**config.mk**
```make
export PLATFORM = sky130hd
export DESIGN_NAME = lru_tlb_lookup_insert_top_flat
export DESIGN_NICKNAME = d
export VERILOG_FILES = /design/src/sv/lrutlb_pkg.sv /design/src/sv/lrutlb_if.sv /design/src/sv/lrutlb_ctrl.sv /design/src/sv/lrutlb_dp.sv /design/src/sv/lru_tlb_lookup_insert_top.sv /design/src/flat_wrapper.sv
export SDC_FILE = /design/constraint.sdc
export NUM_CORES = 1
export LEC_CHECK = 0
export ABC_AREA = 1
export BUFFER_PORTS_ARGS = -buffer_cell sky130_fd_sc_hd__buf_2
export CAP_MARGIN = 10
export CORE_UTILIZATION = 40
export DETAILED_ROUTE_END_ITERATION = 12
export SLEW_MARGIN = 0
export SYNTH_ARGS = -nofsm -noshare
export SYNTH_HDL_FRONTEND = slang
export SYNTH_SLANG_ARGS = --single-unit
```
**constraint.sdc**
```tcl
create_clock -name clk -period 9.3 [get_ports clk]
set_input_delay 1.86 -clock clk [delete_from_list [all_inputs] [get_ports clk]]
set_output_delay 1.86 -clock clk [all_outputs]
set_load 0.005 [all_outputs]
```
**src/sv/lrutlb_pkg.sv**
```systemverilog
`timescale 1ns / 1ps
// shared constants, op codes and command type for the lru translation buffer
// no dependencies

package lrutlb_pkg;

  localparam int ENTRIES = 8;
  localparam int PAGE_W  = 20;
  localparam int FRAME_W = 20;
  localparam int COUNT_W = 32;
  localparam int OP_W    = 2;
  localparam int IDX_W   = $clog2(ENTRIES);
  localparam int CNT_W   = $clog2(ENTRIES + 1);

  localparam logic [OP_W-1:0] OP_LOOKUP = 2'd0;
  localparam logic [OP_W-1:0] OP_INSERT = 2'd1;
  localparam logic [OP_W-1:0] OP_CLEAR  = 2'd2;

  typedef struct packed {
    logic load_in;
    logic exec;
  } cmd_t;

endpackage

```
**src/sv/lrutlb_if.sv**
```systemverilog
`timescale 1ns / 1ps
// valid/ready channel interfaces for request and result beats
// depends on lrutlb_pkg

interface lrutlb_in_if;
  logic                           valid;
  logic                           ready;
  logic [lrutlb_pkg::OP_W-1:0]    op;
  logic [lrutlb_pkg::PAGE_W-1:0]  page_number;
  logic [lrutlb_pkg::FRAME_W-1:0] frame_number;

  modport source (output valid, output op, output page_number, output frame_number,
                  input ready);
  modport sink (input valid, input op, input page_number, input frame_number,
                output ready);
endinterface

interface lrutlb_out_if;
  logic                           valid;
  logic                           ready;
  logic                           hit;
  logic [lrutlb_pkg::FRAME_W-1:0] found_frame;
  logic [lrutlb_pkg::COUNT_W-1:0] hit_count;
  logic [lrutlb_pkg::COUNT_W-1:0] miss_count;

  modport source (output valid, output hit, output found_frame, output hit_count,
                  output miss_count, input ready);
  modport sink (input valid, input hit, input found_frame, input hit_count,
                input miss_count, output ready);
endinterface

```
**src/sv/lrutlb_ctrl.sv**
```systemverilog
`timescale 1ns / 1ps
// controller: request capture, execute slot and result valid
// depends on lrutlb_pkg

module lrutlb_ctrl (
  input  logic              clk,
  input  logic              rst_n,
  input  logic              in_valid,
  output logic              in_ready,
  output logic              out_valid,
  input  logic              out_ready,
  output lrutlb_pkg::cmd_t  cmd
);

  localparam logic S_IDLE = 1'b0;
  localparam logic S_EXEC = 1'b1;

  logic state_r, state_nxt;
  logic out_valid_r, out_valid_nxt;
  logic slot_free;

  assign in_ready  = (state_r == S_IDLE);
  assign out_valid = out_valid_r;
  assign slot_free = !out_valid_r || out_ready;

  always_comb begin
    state_nxt     = state_r;
    out_valid_nxt = out_valid_r;
    cmd.load_in   = 1'b0;
    cmd.exec      = 1'b0;
    if (out_valid_r && out_ready) begin
      out_valid_nxt = 1'b0;
    end
    case (state_r)
      S_IDLE: begin
        if (in_valid) begin
          cmd.load_in = 1'b1;
          state_nxt   = S_EXEC;
        end
      end
      S_EXEC: begin
        if (slot_free) begin
          cmd.exec      = 1'b1;
          out_valid_nxt = 1'b1;
          state_nxt     = S_IDLE;
        end
      end
      default: begin
        state_nxt = S_IDLE;
      end
    endcase
  end

  always_ff @(posedge clk) begin
    if (!rst_n) begin
      state_r     <= S_IDLE;
      out_valid_r <= 1'b0;
    end else begin
      state_r     <= state_nxt;
      out_valid_r <= out_valid_nxt;
    end
  end

`ifndef SYNTHESIS
  // a held result is never overwritten
  a_no_overwrite: assert property (@(posedge clk) disable iff (!rst_n)
    (out_valid_r && !out_ready) |-> !cmd.exec)
    else $error("result overwritten while stalled");

  // a captured beat enters the execute state in the next cycle
  a_capture_exec: assert property (@(posedge clk) disable iff (!rst_n)
    cmd.load_in |=> (state_r == S_EXEC))
    else $error("capture did not enter execute");

  // execute always presents a result
  a_exec_valid: assert property (@(posedge clk) disable iff (!rst_n)
    cmd.exec |=> out_valid_r)
    else $error("execute without result");
`endif

endmodule

```
**src/sv/lrutlb_dp.sv**
```systemverilog
`timescale 1ns / 1ps
// datapath: entry store, tag compare, lru ranks, counters and result register
// depends on lrutlb_pkg

module lrutlb_dp (
  input  logic                           clk,
  input  logic                           rst_n,
  input  lrutlb_pkg::cmd_t               cmd,
  input  logic [lrutlb_pkg::OP_W-1:0]    in_op,
  input  logic [lrutlb_pkg::PAGE_W-1:0]  in_page,
  input  logic [lrutlb_pkg::FRAME_W-1:0] in_frame,
  output logic                           res_hit,
  output logic [lrutlb_pkg::FRAME_W-1:0] res_frame,
  output logic [lrutlb_pkg::COUNT_W-1:0] res_hits,
  output logic [lrutlb_pkg::COUNT_W-1:0] res_misses
);

  localparam int N  = lrutlb_pkg::ENTRIES;
  localparam int IW = lrutlb_pkg::IDX_W;
  localparam int CW = lrutlb_pkg::CNT_W;
  localparam int PW = lrutlb_pkg::PAGE_W;
  localparam int FW = lrutlb_pkg::FRAME_W;
  localparam int KW = lrutlb_pkg::COUNT_W;
  localparam logic [IW-1:0] RANK_LAST = IW'(N - 1);
  localparam logic [KW-1:0] COUNT_MAX = '1;

  // captured request
  logic [lrutlb_pkg::OP_W-1:0] op_r;
  logic [PW-1:0]               page_r;
  logic [FW-1:0]               frame_r;

  // entry store
  logic [PW-1:0] ent_page_r  [N];
  logic [FW-1:0] ent_frame_r [N];
  logic [N-1:0]  valid_r, valid_nxt;
  logic [IW-1:0] rank_r [N];
  logic [IW-1:0] rank_nxt [N];
  logic [KW-1:0] hits_r, hits_nxt;
  logic [KW-1:0] misses_r, misses_nxt;

  // result register
  logic          res_hit_r;
  logic [FW-1:0] res_frame_r;
  logic [KW-1:0] res_hits_r;
  logic [KW-1:0] res_misses_r;

  logic [N-1:0]  match;
  logic          hit_any;
  logic [IW-1:0] hit_idx;
  logic [IW-1:0] free_idx;
  logic [IW-1:0] lru_idx;
  logic [CW-1:0] used_cnt;
  logic          full;
  logic [IW-1:0] tgt_idx;
  logic [IW-1:0] old_rank;
  logic          is_lookup, is_insert, is_clear;
  logic          do_touch;
  logic          res_hit_nxt;
  logic [FW-1:0] res_frame_nxt;

  assign is_lookup = (op_r == lrutlb_pkg::OP_LOOKUP);
  assign is_insert = (op_r == lrutlb_pkg::OP_INSERT);
  assign is_clear  = (op_r == lrutlb_pkg::OP_CLEAR);

  // parallel tag compare and entry scans
  always_comb begin
    hit_idx  = '0;
    free_idx = '0;
    lru_idx  = '0;
    used_cnt = '0;
    for (int i = N - 1; i >= 0; i--) begin
      match[i] = valid_r[i] && (ent_page_r[i] == page_r);
      if (match[i]) begin
        hit_idx = IW'(i);
      end
      if (!valid_r[i]) begin
        free_idx = IW'(i);
      end
    end
    for (int i = 0; i < N; i++) begin
      if (rank_r[i] == RANK_LAST) begin
        lru_idx = IW'(i);
      end
      used_cnt = used_cnt + CW'(valid_r[i]);
    end
  end

  assign hit_any = |match;
  assign full    = &valid_r;

  always_comb begin
    if (hit_any) begin
      tgt_idx  = hit_idx;
      old_rank = rank_r[hit_idx];
    end else if (!full) begin
      tgt_idx  = free_idx;
      old_rank = used_cnt[IW-1:0];
    end else begin
      tgt_idx  = lru_idx;
      old_rank = rank_r[lru_idx];
    end
  end

  assign do_touch = cmd.exec && ((is_lookup && hit_any) || is_insert);

  // recency update and fill
  always_comb begin
    valid_nxt = valid_r;
    for (int i = 0; i < N; i++) begin
      rank_nxt[i] = rank_r[i];
      if (do_touch) begin
        if (IW'(i) == tgt_idx) begin
          rank_nxt[i] = '0;
        end else if (valid_r[i] && (rank_r[i] < old_rank)) begin
          rank_nxt[i] = rank_r[i] + 1'b1;
        end
      end
    end
    if (cmd.exec && is_insert) begin
      valid_nxt[tgt_idx] = 1'b1;
    end
  end

  // saturating counters
  always_comb begin
    hits_nxt   = hits_r;
    misses_nxt = misses_r;
    if (cmd.exec) begin
      if (is_lookup && hit_any && (hits_r != COUNT_MAX)) begin
        hits_nxt = hits_r + 1'b1;
      end
      if (is_lookup && !hit_any && (misses_r != COUNT_MAX)) begin
        misses_nxt = misses_r + 1'b1;
      end
      if (is_clear) begin
        hits_nxt   = '0;
        misses_nxt = '0;
      end
    end
  end

  assign res_hit_nxt   = (is_lookup || is_insert) && hit_any;
  assign res_frame_nxt = (is_lookup && hit_any) ? ent_frame_r[hit_idx] : '0;

  always_ff @(posedge clk) begin
    if (!rst_n) begin
      valid_r  <= '0;
      hits_r   <= '0;
      misses_r <= '0;
      for (int i = 0; i < N; i++) begin
        rank_r[i] <= '0;
      end
    end else begin
      valid_r  <= valid_nxt;
      hits_r   <= hits_nxt;
      misses_r <= misses_nxt;
      for (int i = 0; i < N; i++) begin
        rank_r[i] <= rank_nxt[i];
      end
    end
  end

  always_ff @(posedge clk) begin
    if (cmd.load_in) begin
      op_r    <= in_op;
      page_r  <= in_page;
      frame_r <= in_frame;
    end
    if (cmd.exec && is_insert) begin
      ent_page_r[tgt_idx]  <= page_r;
      ent_frame_r[tgt_idx] <= frame_r;
    end
    if (cmd.exec) begin
      res_hit_r    <= res_hit_nxt;
      res_frame_r  <= res_frame_nxt;
      res_hits_r   <= hits_nxt;
      res_misses_r <= misses_nxt;
    end
  end

  assign res_hit    = res_hit_r;
  assign res_frame  = res_frame_r;
  assign res_hits   = res_hits_r;
  assign res_misses = res_misses_r;

`ifndef SYNTHESIS
  // entries are never invalidated
  a_valid_grow: assert property (@(posedge clk) disable iff (!rst_n)
    ($countones(valid_nxt) >= $countones(valid_r)))
    else $error("entry count dropped");

  // a miss never reports a frame
  a_miss_frame: assert property (@(posedge clk) disable iff (!rst_n)
    (cmd.exec && !hit_any) |=> (res_frame_r == '0))
    else $error("frame reported on miss");

  // clear shows zero counters in its own result
  a_clear_zero: assert property (@(posedge clk) disable iff (!rst_n)
    (cmd.exec && is_clear) |=> ((res_hits_r == '0) && (res_misses_r == '0)))
    else $error("clear result not zero");
`endif

endmodule

```
**src/sv/lru_tlb_lookup_insert_top.sv**
```systemverilog
`timescale 1ns / 1ps
// Eight-entry fully associative translation buffer with lru replacement and
// saturating hit and miss counters. Each request beat (lookup, insert or
// clear) yields one result beat: the request is captured, then the parallel
// tag compare, rank update and result load follow. A new request is not
// taken until the previous one has executed. The execute step waits while
// a previous result is still held, and a new request is taken while a
// result waits. The buffer is empty after reset; no clearing pass is needed.
// depends on lrutlb_pkg, lrutlb_if, lrutlb_ctrl, lrutlb_dp

module lru_tlb_lookup_insert_top (
  input  logic           clk,
  input  logic           rst_n,
  lrutlb_in_if.sink      in_chan,
  lrutlb_out_if.source   out_chan
);

  lrutlb_pkg::cmd_t cmd;

  lrutlb_ctrl u_ctrl (
    .clk       (clk),
    .rst_n     (rst_n),
    .in_valid  (in_chan.valid),
    .in_ready  (in_chan.ready),
    .out_valid (out_chan.valid),
    .out_ready (out_chan.ready),
    .cmd       (cmd)
  );

  lrutlb_dp u_dp (
    .clk        (clk),
    .rst_n      (rst_n),
    .cmd        (cmd),
    .in_op      (in_chan.op),
    .in_page    (in_chan.page_number),
    .in_frame   (in_chan.frame_number),
    .res_hit    (out_chan.hit),
    .res_frame  (out_chan.found_frame),
    .res_hits   (out_chan.hit_count),
    .res_misses (out_chan.miss_count)
  );

endmodule

```
**src/flat_wrapper.sv**
```systemverilog
// flat-port wrapper written by rule: the top's interface ports become plain ports
module lru_tlb_lookup_insert_top_flat 
  (clk, rst_n, in_chan_valid, in_chan_op, in_chan_page_number, in_chan_frame_number, in_chan_ready, out_chan_valid, out_chan_hit, out_chan_found_frame, out_chan_hit_count, out_chan_miss_count, out_chan_ready);
  lrutlb_in_if in_chan_i ();
  lrutlb_out_if out_chan_i ();
  input  logic clk;
  input  logic rst_n;
  input wire logic [$bits(in_chan_i.valid)-1:0] in_chan_valid;
  input wire logic [$bits(in_chan_i.op)-1:0] in_chan_op;
  input wire logic [$bits(in_chan_i.page_number)-1:0] in_chan_page_number;
  input wire logic [$bits(in_chan_i.frame_number)-1:0] in_chan_frame_number;
  output wire logic [$bits(in_chan_i.ready)-1:0] in_chan_ready;
  output wire logic [$bits(out_chan_i.valid)-1:0] out_chan_valid;
  output wire logic [$bits(out_chan_i.hit)-1:0] out_chan_hit;
  output wire logic [$bits(out_chan_i.found_frame)-1:0] out_chan_found_frame;
  output wire logic [$bits(out_chan_i.hit_count)-1:0] out_chan_hit_count;
  output wire logic [$bits(out_chan_i.miss_count)-1:0] out_chan_miss_count;
  input wire logic [$bits(out_chan_i.ready)-1:0] out_chan_ready;
  assign in_chan_i.valid = in_chan_valid;
  assign in_chan_i.op = in_chan_op;
  assign in_chan_i.page_number = in_chan_page_number;
  assign in_chan_i.frame_number = in_chan_frame_number;
  assign in_chan_ready = in_chan_i.ready;
  assign out_chan_valid = out_chan_i.valid;
  assign out_chan_hit = out_chan_i.hit;
  assign out_chan_found_frame = out_chan_i.found_frame;
  assign out_chan_hit_count = out_chan_i.hit_count;
  assign out_chan_miss_count = out_chan_i.miss_count;
  assign out_chan_i.ready = out_chan_ready;
  lru_tlb_lookup_insert_top u_core (.clk(clk), .rst_n(rst_n), .in_chan(in_chan_i), .out_chan(out_chan_i));
endmodule
```
# Word level (Yosys, flattened, before mapping)
# Memories as Yosys holds them, arrays and structs flattened. A register that Yosys moved wholly into a read port is not among the register bits.
# Cells that the tools add are included.
dict set report word_totals {
  regBits 181
  mem_bits_rw 344
  in_bits 46
  output_inout_bits 87
  word_cells 192
  memories 3
}
dict set report op_classes {
  addsub 17
  order_cmp 10
  eq_ne 26
  n_mux 80
  n_bitwise 10
  n_reduce_logical 35
}
# name words word_bits rd rd_clocked_by_memory_dff write_ports line
set memory_table {}
lappend memory_table {u_core.u_dp.ent_frame_r 8 20 1 1 1 lrutlb_dp.sv:34} ;# logic [FW-1:0] ent_frame_r [N];
lappend memory_table {u_core.u_dp.ent_page_r 8 20 8 0 1 lrutlb_dp.sv:33} ;# logic [PW-1:0] ent_page_r [N];
lappend memory_table {u_core.u_dp.rank_r 8 3 10 0 8 lrutlb_dp.sv:36} ;# logic [IW-1:0] rank_r [N];
# operator n
set op_table {}
lappend op_table {{$mux 32} 6}
lappend op_table {{$mux 3} 58}
lappend op_table {{$eq 20x20->1} 8}
lappend op_table {{$add 32x1->32 const B} 2}
lappend op_table {{$ne 32x32->1 const B} 2}
lappend op_table {{$logic_and 1x1->1} 25}
lappend op_table {{$add 3x1->3 const B} 8}
lappend op_table {{$lt 3x3->1} 8}
lappend op_table {{$eq 3x3->1 const B} 7}
lappend op_table {{$add 3x1->3} 5}
lappend op_table {{$mux 1} 14}
lappend op_table {{$eq 3x3->1 const A} 4}
lappend op_table {{$or 1x1->1} 8}
lappend op_table {{$or 8x8->8} 1}
lappend op_table {{$reduce_and 8->1} 1}
lappend op_table {{$reduce_or 8->1} 1}
lappend op_table {{$eq 2x3->1 const A} 2}
lappend op_table {{$lt 3x4->1 const B} 1}
lappend op_table {{$add 2x1->3} 1}
lappend op_table {{$demux 1 s3} 1}
lappend op_table {{$eq 1x3->1 const A} 1}
lappend op_table {{$ge 3x1->1 const B} 1}
lappend op_table {{$logic_not 1->1} 3}
lappend op_table {{$logic_not 3->1} 1}
lappend op_table {{other kinds (7)} 9}

# Longest topological paths before layout
# An unclocked memory read counts as a cell.
dict set report logic_depth {
  ltp_word 19
  depth_mapped 32
}

# By module
# From an unflattened synthesis, not the netlist that was laid out.
dict set report unflattened {
  cells_unflattened 2705
  area_unflattened_um2 25857.3
}
# mod n_inst cells_each area_per_inst_um2 seq_area_each_um2
set modules_own_cells {}
lappend modules_own_cells {lrutlb_dp 1 2694 25773.5 15344.7}
lappend modules_own_cells {lrutlb_ctrl 1 11 83.8 40.0}

# Worst setup path after synthesis
# Ideal clock, no wire load.
dict set report synth_timing {
  path_type {input-to-reg}
  start {input port out_chan_ready}
  end {register u_core.u_dp.res_misses_r[21] (netlist: u_core.u_dp.res_misses[21]) (data pin)}
  arrival_time_ns 5.222
  t_required_ns 9.048
  setup_slack_ns 3.826
  stages 13
  path_buffers 0
  cell_sequence {inv_1 -> nand2_1 -> nand2_1 -> inv_1 -> nand3_4 -> nor3_4 -> nand4_4 -> nor2_4 -> inv_2 -> nor2_2 -> nand2_1 -> nand3_1 -> inv_1}
}
# item line
set synth_lines {}
lappend synth_lines {{start: declaration} flat_wrapper.sv:18} ;# input wire logic [$bits(out_chan_i.ready)-1:0] out_chan_ready;
lappend synth_lines {{end signal: assignment} lrutlb_dp.sv:177} ;# res_misses_r <= misses_nxt;
lappend synth_lines {{end: declaration} lrutlb_dp.sv:45} ;# logic [KW-1:0] res_misses_r;

# Final worst setup path
dict set report layout_timing {
  start {register u_core.u_dp.page_r[11]}
  end {memory u_core.u_dp.ent_frame_r[7][8] in the netlist's numbering, enable pin}
}
dict set report layout_via {
  elab_chain_len 11
  word_cells_on_any_way 26
}
# item line
set layout_rtl {}
lappend layout_rtl {{start: declaration} lrutlb_dp.sv:29} ;# logic [PW-1:0] page_r;
lappend layout_rtl {{start signal: assignment} lrutlb_dp.sv:166} ;# page_r <= in_page;
lappend layout_rtl {{$eq 20x20->1} lrutlb_dp.sv:72} ;# match[i] = valid_r[i] && (ent_page_r[i] == page_r);
lappend layout_rtl {{$logic_and 1x1->1} lrutlb_dp.sv:72}
lappend layout_rtl {{$mux 3 (8 in a row)} lrutlb_dp.sv:73} ;# if (match[i]) begin
lappend layout_rtl {{$mux 3 (*)} lrutlb_dp.sv:92} ;# if (hit_any) begin
lappend layout_rtl {{end: declaration} lrutlb_dp.sv:34}
# Mark *: on every way between the ends. The rest lies on a longest branch, timed or not.

==> results.txt <==
category of cells accounting for the largest share of critical-path delay = simple AND/OR/NAND/NOR gates
Worst Max-Slew Pin Slew = 1110 ps
distinct cell type count after synthesis = 56
most frequent cells after synthesis = nand2_1 (538), edfxtp_1 (447), nor2_1 (426)
area used by sequential logic in the layout = 15,400 sq um
power density over the cells = 184 nW/um^2
Synth Instances = 2,699
kind of end point of the critical path = flop
IR drop worst, VDD = 0.146 mV
largest net degree at the start of global routing = 81
clock root buffer = clkbuf_16
Core Region = 63,300 sq um
die extent in x = 256 um
Period minus WS final = 5640 ps
result of the run = finished, final reports clean
CP Data Arrival Time = 5950 ps
number of detailed-routing iterations run before antenna repair = 5
Slew Limit Fails = 0
library cell with the highest instance count after synthesis = nand2_1
final antenna-violating net count = 0
Max Cap Viol = 0
post-synth top area cell = edfxtp_1
Initial Utilization = 40.6%
largest fanout on the critical path = 44
count of antenna diodes in the layout = 0
critical path's slowest cell = edfxtp_1
Sum Neg Setup Slack = 0 ps
Netlist Area Pre-Place = 25,700 sq um
Post-Synth XOR/XNOR Area = 1.57%
final-layout fill cell count = 6,052
Setup violations, final = 0
syn_area_per_cell = 9.53 sq um
combinational family with the most area after synthesis = simple AND/OR/NAND/NOR gates
number of enable-type register cells in the synthesized netlist = 447
worst hold path type = flop to flop
category of the critical setup timing path = flop to flop
maximum clock path buffer count = 3
Reg clk slew, reported paths = 60 ps
area of the multi-input gates = 8720 sq um
cell types with the largest area share after synthesis = edfxtp_1 (52%), nand2_1 (7.9%), dfxtp_1 (7.6%)
nets in the synthesized netlist = 2,777
share of synthesized area occupied by flip-flops and latches = 59.8%
Final #Nets = 2,928
combined buffer and inverter count along the critical path = 6
Num Clock Sinks = 545
proportion of layout cells with a drive suffix above 1 = 12.8%
Highest Clock Rate = 177 MHz
count of hold buffers inserted by post-cts repair = 0
Post-Route WL = 73,400 um
Port Buf Inserts = 132
number of resized instances in the post-cts repair step = 0
wire length of the first global-routing pass = 112,000 um
data required time at the worst endpoint = 9600 ps
final period utilization = 60.7%
cell-by-cell listing of the critical path = inv_2, nand2_1, nand3_1, nand3b_1, o21ai_0, nand3_1, a21oi_2, buf_4, inv_2, buf_4, nand2_1, inv_2, nor2_1, nand2_1, nor2_4, buf_4
drt wl/cell = 19.6 um
Die Span Y = 256 um
flop and latch count out of synthesis = 545
predominant post-synthesis flop cell = edfxtp_1
global router's overall resource usage = 22.2%
number of buffers inserted to repair setup after CTS = 0
Num CTS Buffers = 59
synthesized-area fraction occupied by ao, oa, aoi and oai cells = 6.88%
total grt overflow = 0
type of element launching the critical path = flop
number of primary I/O pins = 133
fraction of registers with async set/reset = 0%
post-route DRC violation count = 0
number of antenna violations at the first check in global routing = 0
Std-Cell Rows = 92
synthesized-area fraction occupied by adder cells = 1.67%
Via density = 5.24
setup repair after global routing missed its margin = false
insertion delay of the later-clocked pin in the worst-skew pair = 650 ps
Vias = 19,639
fin worst setup slack = 3660 ps
CTS tree = yes
relative slew slack = 25.6%
synth warn = 0
simple-gate portion of the synthesized area = 23.5%
delay contributed by the slowest stage of the critical path = 970 ps
Post-Place Worst Slack = 3630 ps
hold violation total from the final report = 0
overall die area = 65,300 sq um
DRT iter0 DRCs = 1,491
DPL Wire Length = 48,700 um
leakage = 11.8 nW
routability congestion estimate = 0.932
multiplexer share of the synthesized area = 0%
vias in the first global route = 19,123
post-synthesis to final-layout area growth = 14.5%
area share of the largest cell type after synthesis = 52.2%
Worst Clk Skew = 40.1 ps
H-tree lvl count = 2
[cells by family after synthesis]
logic type / after synthesis
AND/OR/NAND/NOR: 1353
XOR/XNOR: 46
flip-flops: 545
adder cells (fa/ha/maj): 32
buffers and inverters: 423
AO/OA/AOI/OAI: 300
[worst paths after layout]
check	from	cells after the start	end	slack [ps]
hold / removal	u_core.u_dp.hits_r[26]	1	u_core.u_dp.hits_r[26]	490
hold reg to reg	u_core.u_dp.hits_r[26]	1	u_core.u_dp.hits_r[26]	490
setup / recovery	u_core.u_dp.page_r[11]	16	u_core.u_dp.ent_frame_r[7][8]	3660
setup reg to reg	u_core.u_dp.page_r[11]	16	u_core.u_dp.ent_frame_r[7][8]	3660
[layout make-up]
class                   count  area share [%]
clock inverters            47            1.82
repair buffers            166            3.11
well taps                 846            3.59
inverters                 347            4.43
clock buffers              63            5.17
multi-input cells        1731            29.6
flip-flops and latches    545            52.2
[cells in the final DEF (no fill, tap or decap), types with 29 or more instances in the layout]
master,netlist,routed
edfxtp_1,447,447
inv_1,325,324
o21ai_0,146,146
a21oi_1,30,30
dfxtp_1,98,98
nor2_1,426,416
nor3_1,91,90
buf_4,11,34
nor4_1,43,43
clkbuf_16,0,60
nand3_1,95,95
nand2_1,538,538
nand4_1,55,55
buf_2,10,132
o22ai_1,29,29
[per-layer routing]
layer	part of all wire [%]	track usage [%]	wire, um
met3	5.5	2.77	4010
met2	47	36.8	34400
met4	3.5	8.13	2540
met1	44	29.9	32400
met5	0	0	0
[per-stage QoR]
step | instances | power (mW) | utilization, % | instance area, sq um | hold WS [ps]
final | 3745 | 5.41 | 46.5 | 29400 | 490
after CTS | 3745 | 5.47 | 46.5 | 29400 | 489
after global routing | 3745 | 5.58 | 46.5 | 29400 | 533
after floorplan | 2699 | 2.89 | - | 25700 | 455
after detailed placement | 3635 | 3.00 | 43.3 | 27400 | 478
after global placement | 3635 | 3.00 | 43.3 | 27400 | 471
[state kept, by name (all words and copies together) (netlist names), 2 cells and up]
name / count
u_core.u_dp.ent_frame_r: 160
u_core.u_dp.ent_page_r: 160
u_core.u_dp.frame_r: 20
u_core.u_dp.hits_r: 32
u_core.u_dp.misses_r: 32
u_core.u_dp.op_r: 2
u_core.u_dp.page_r: 20
u_core.u_dp.rank_r: 24
u_core.u_dp.res_frame: 20
u_core.u_dp.res_hits: 32
u_core.u_dp.res_misses: 32
u_core.u_dp.valid_r: 8
[where the power goes]
part           switching (mW)  internal, mW  leakage [nW]
logic                   0.162        0.0639          5.93
clock network            1.04          1.42         0.975
registers              0.0369          2.69          4.87
total                    1.24          4.17          11.8
Power figures use the tool's default switching activity.
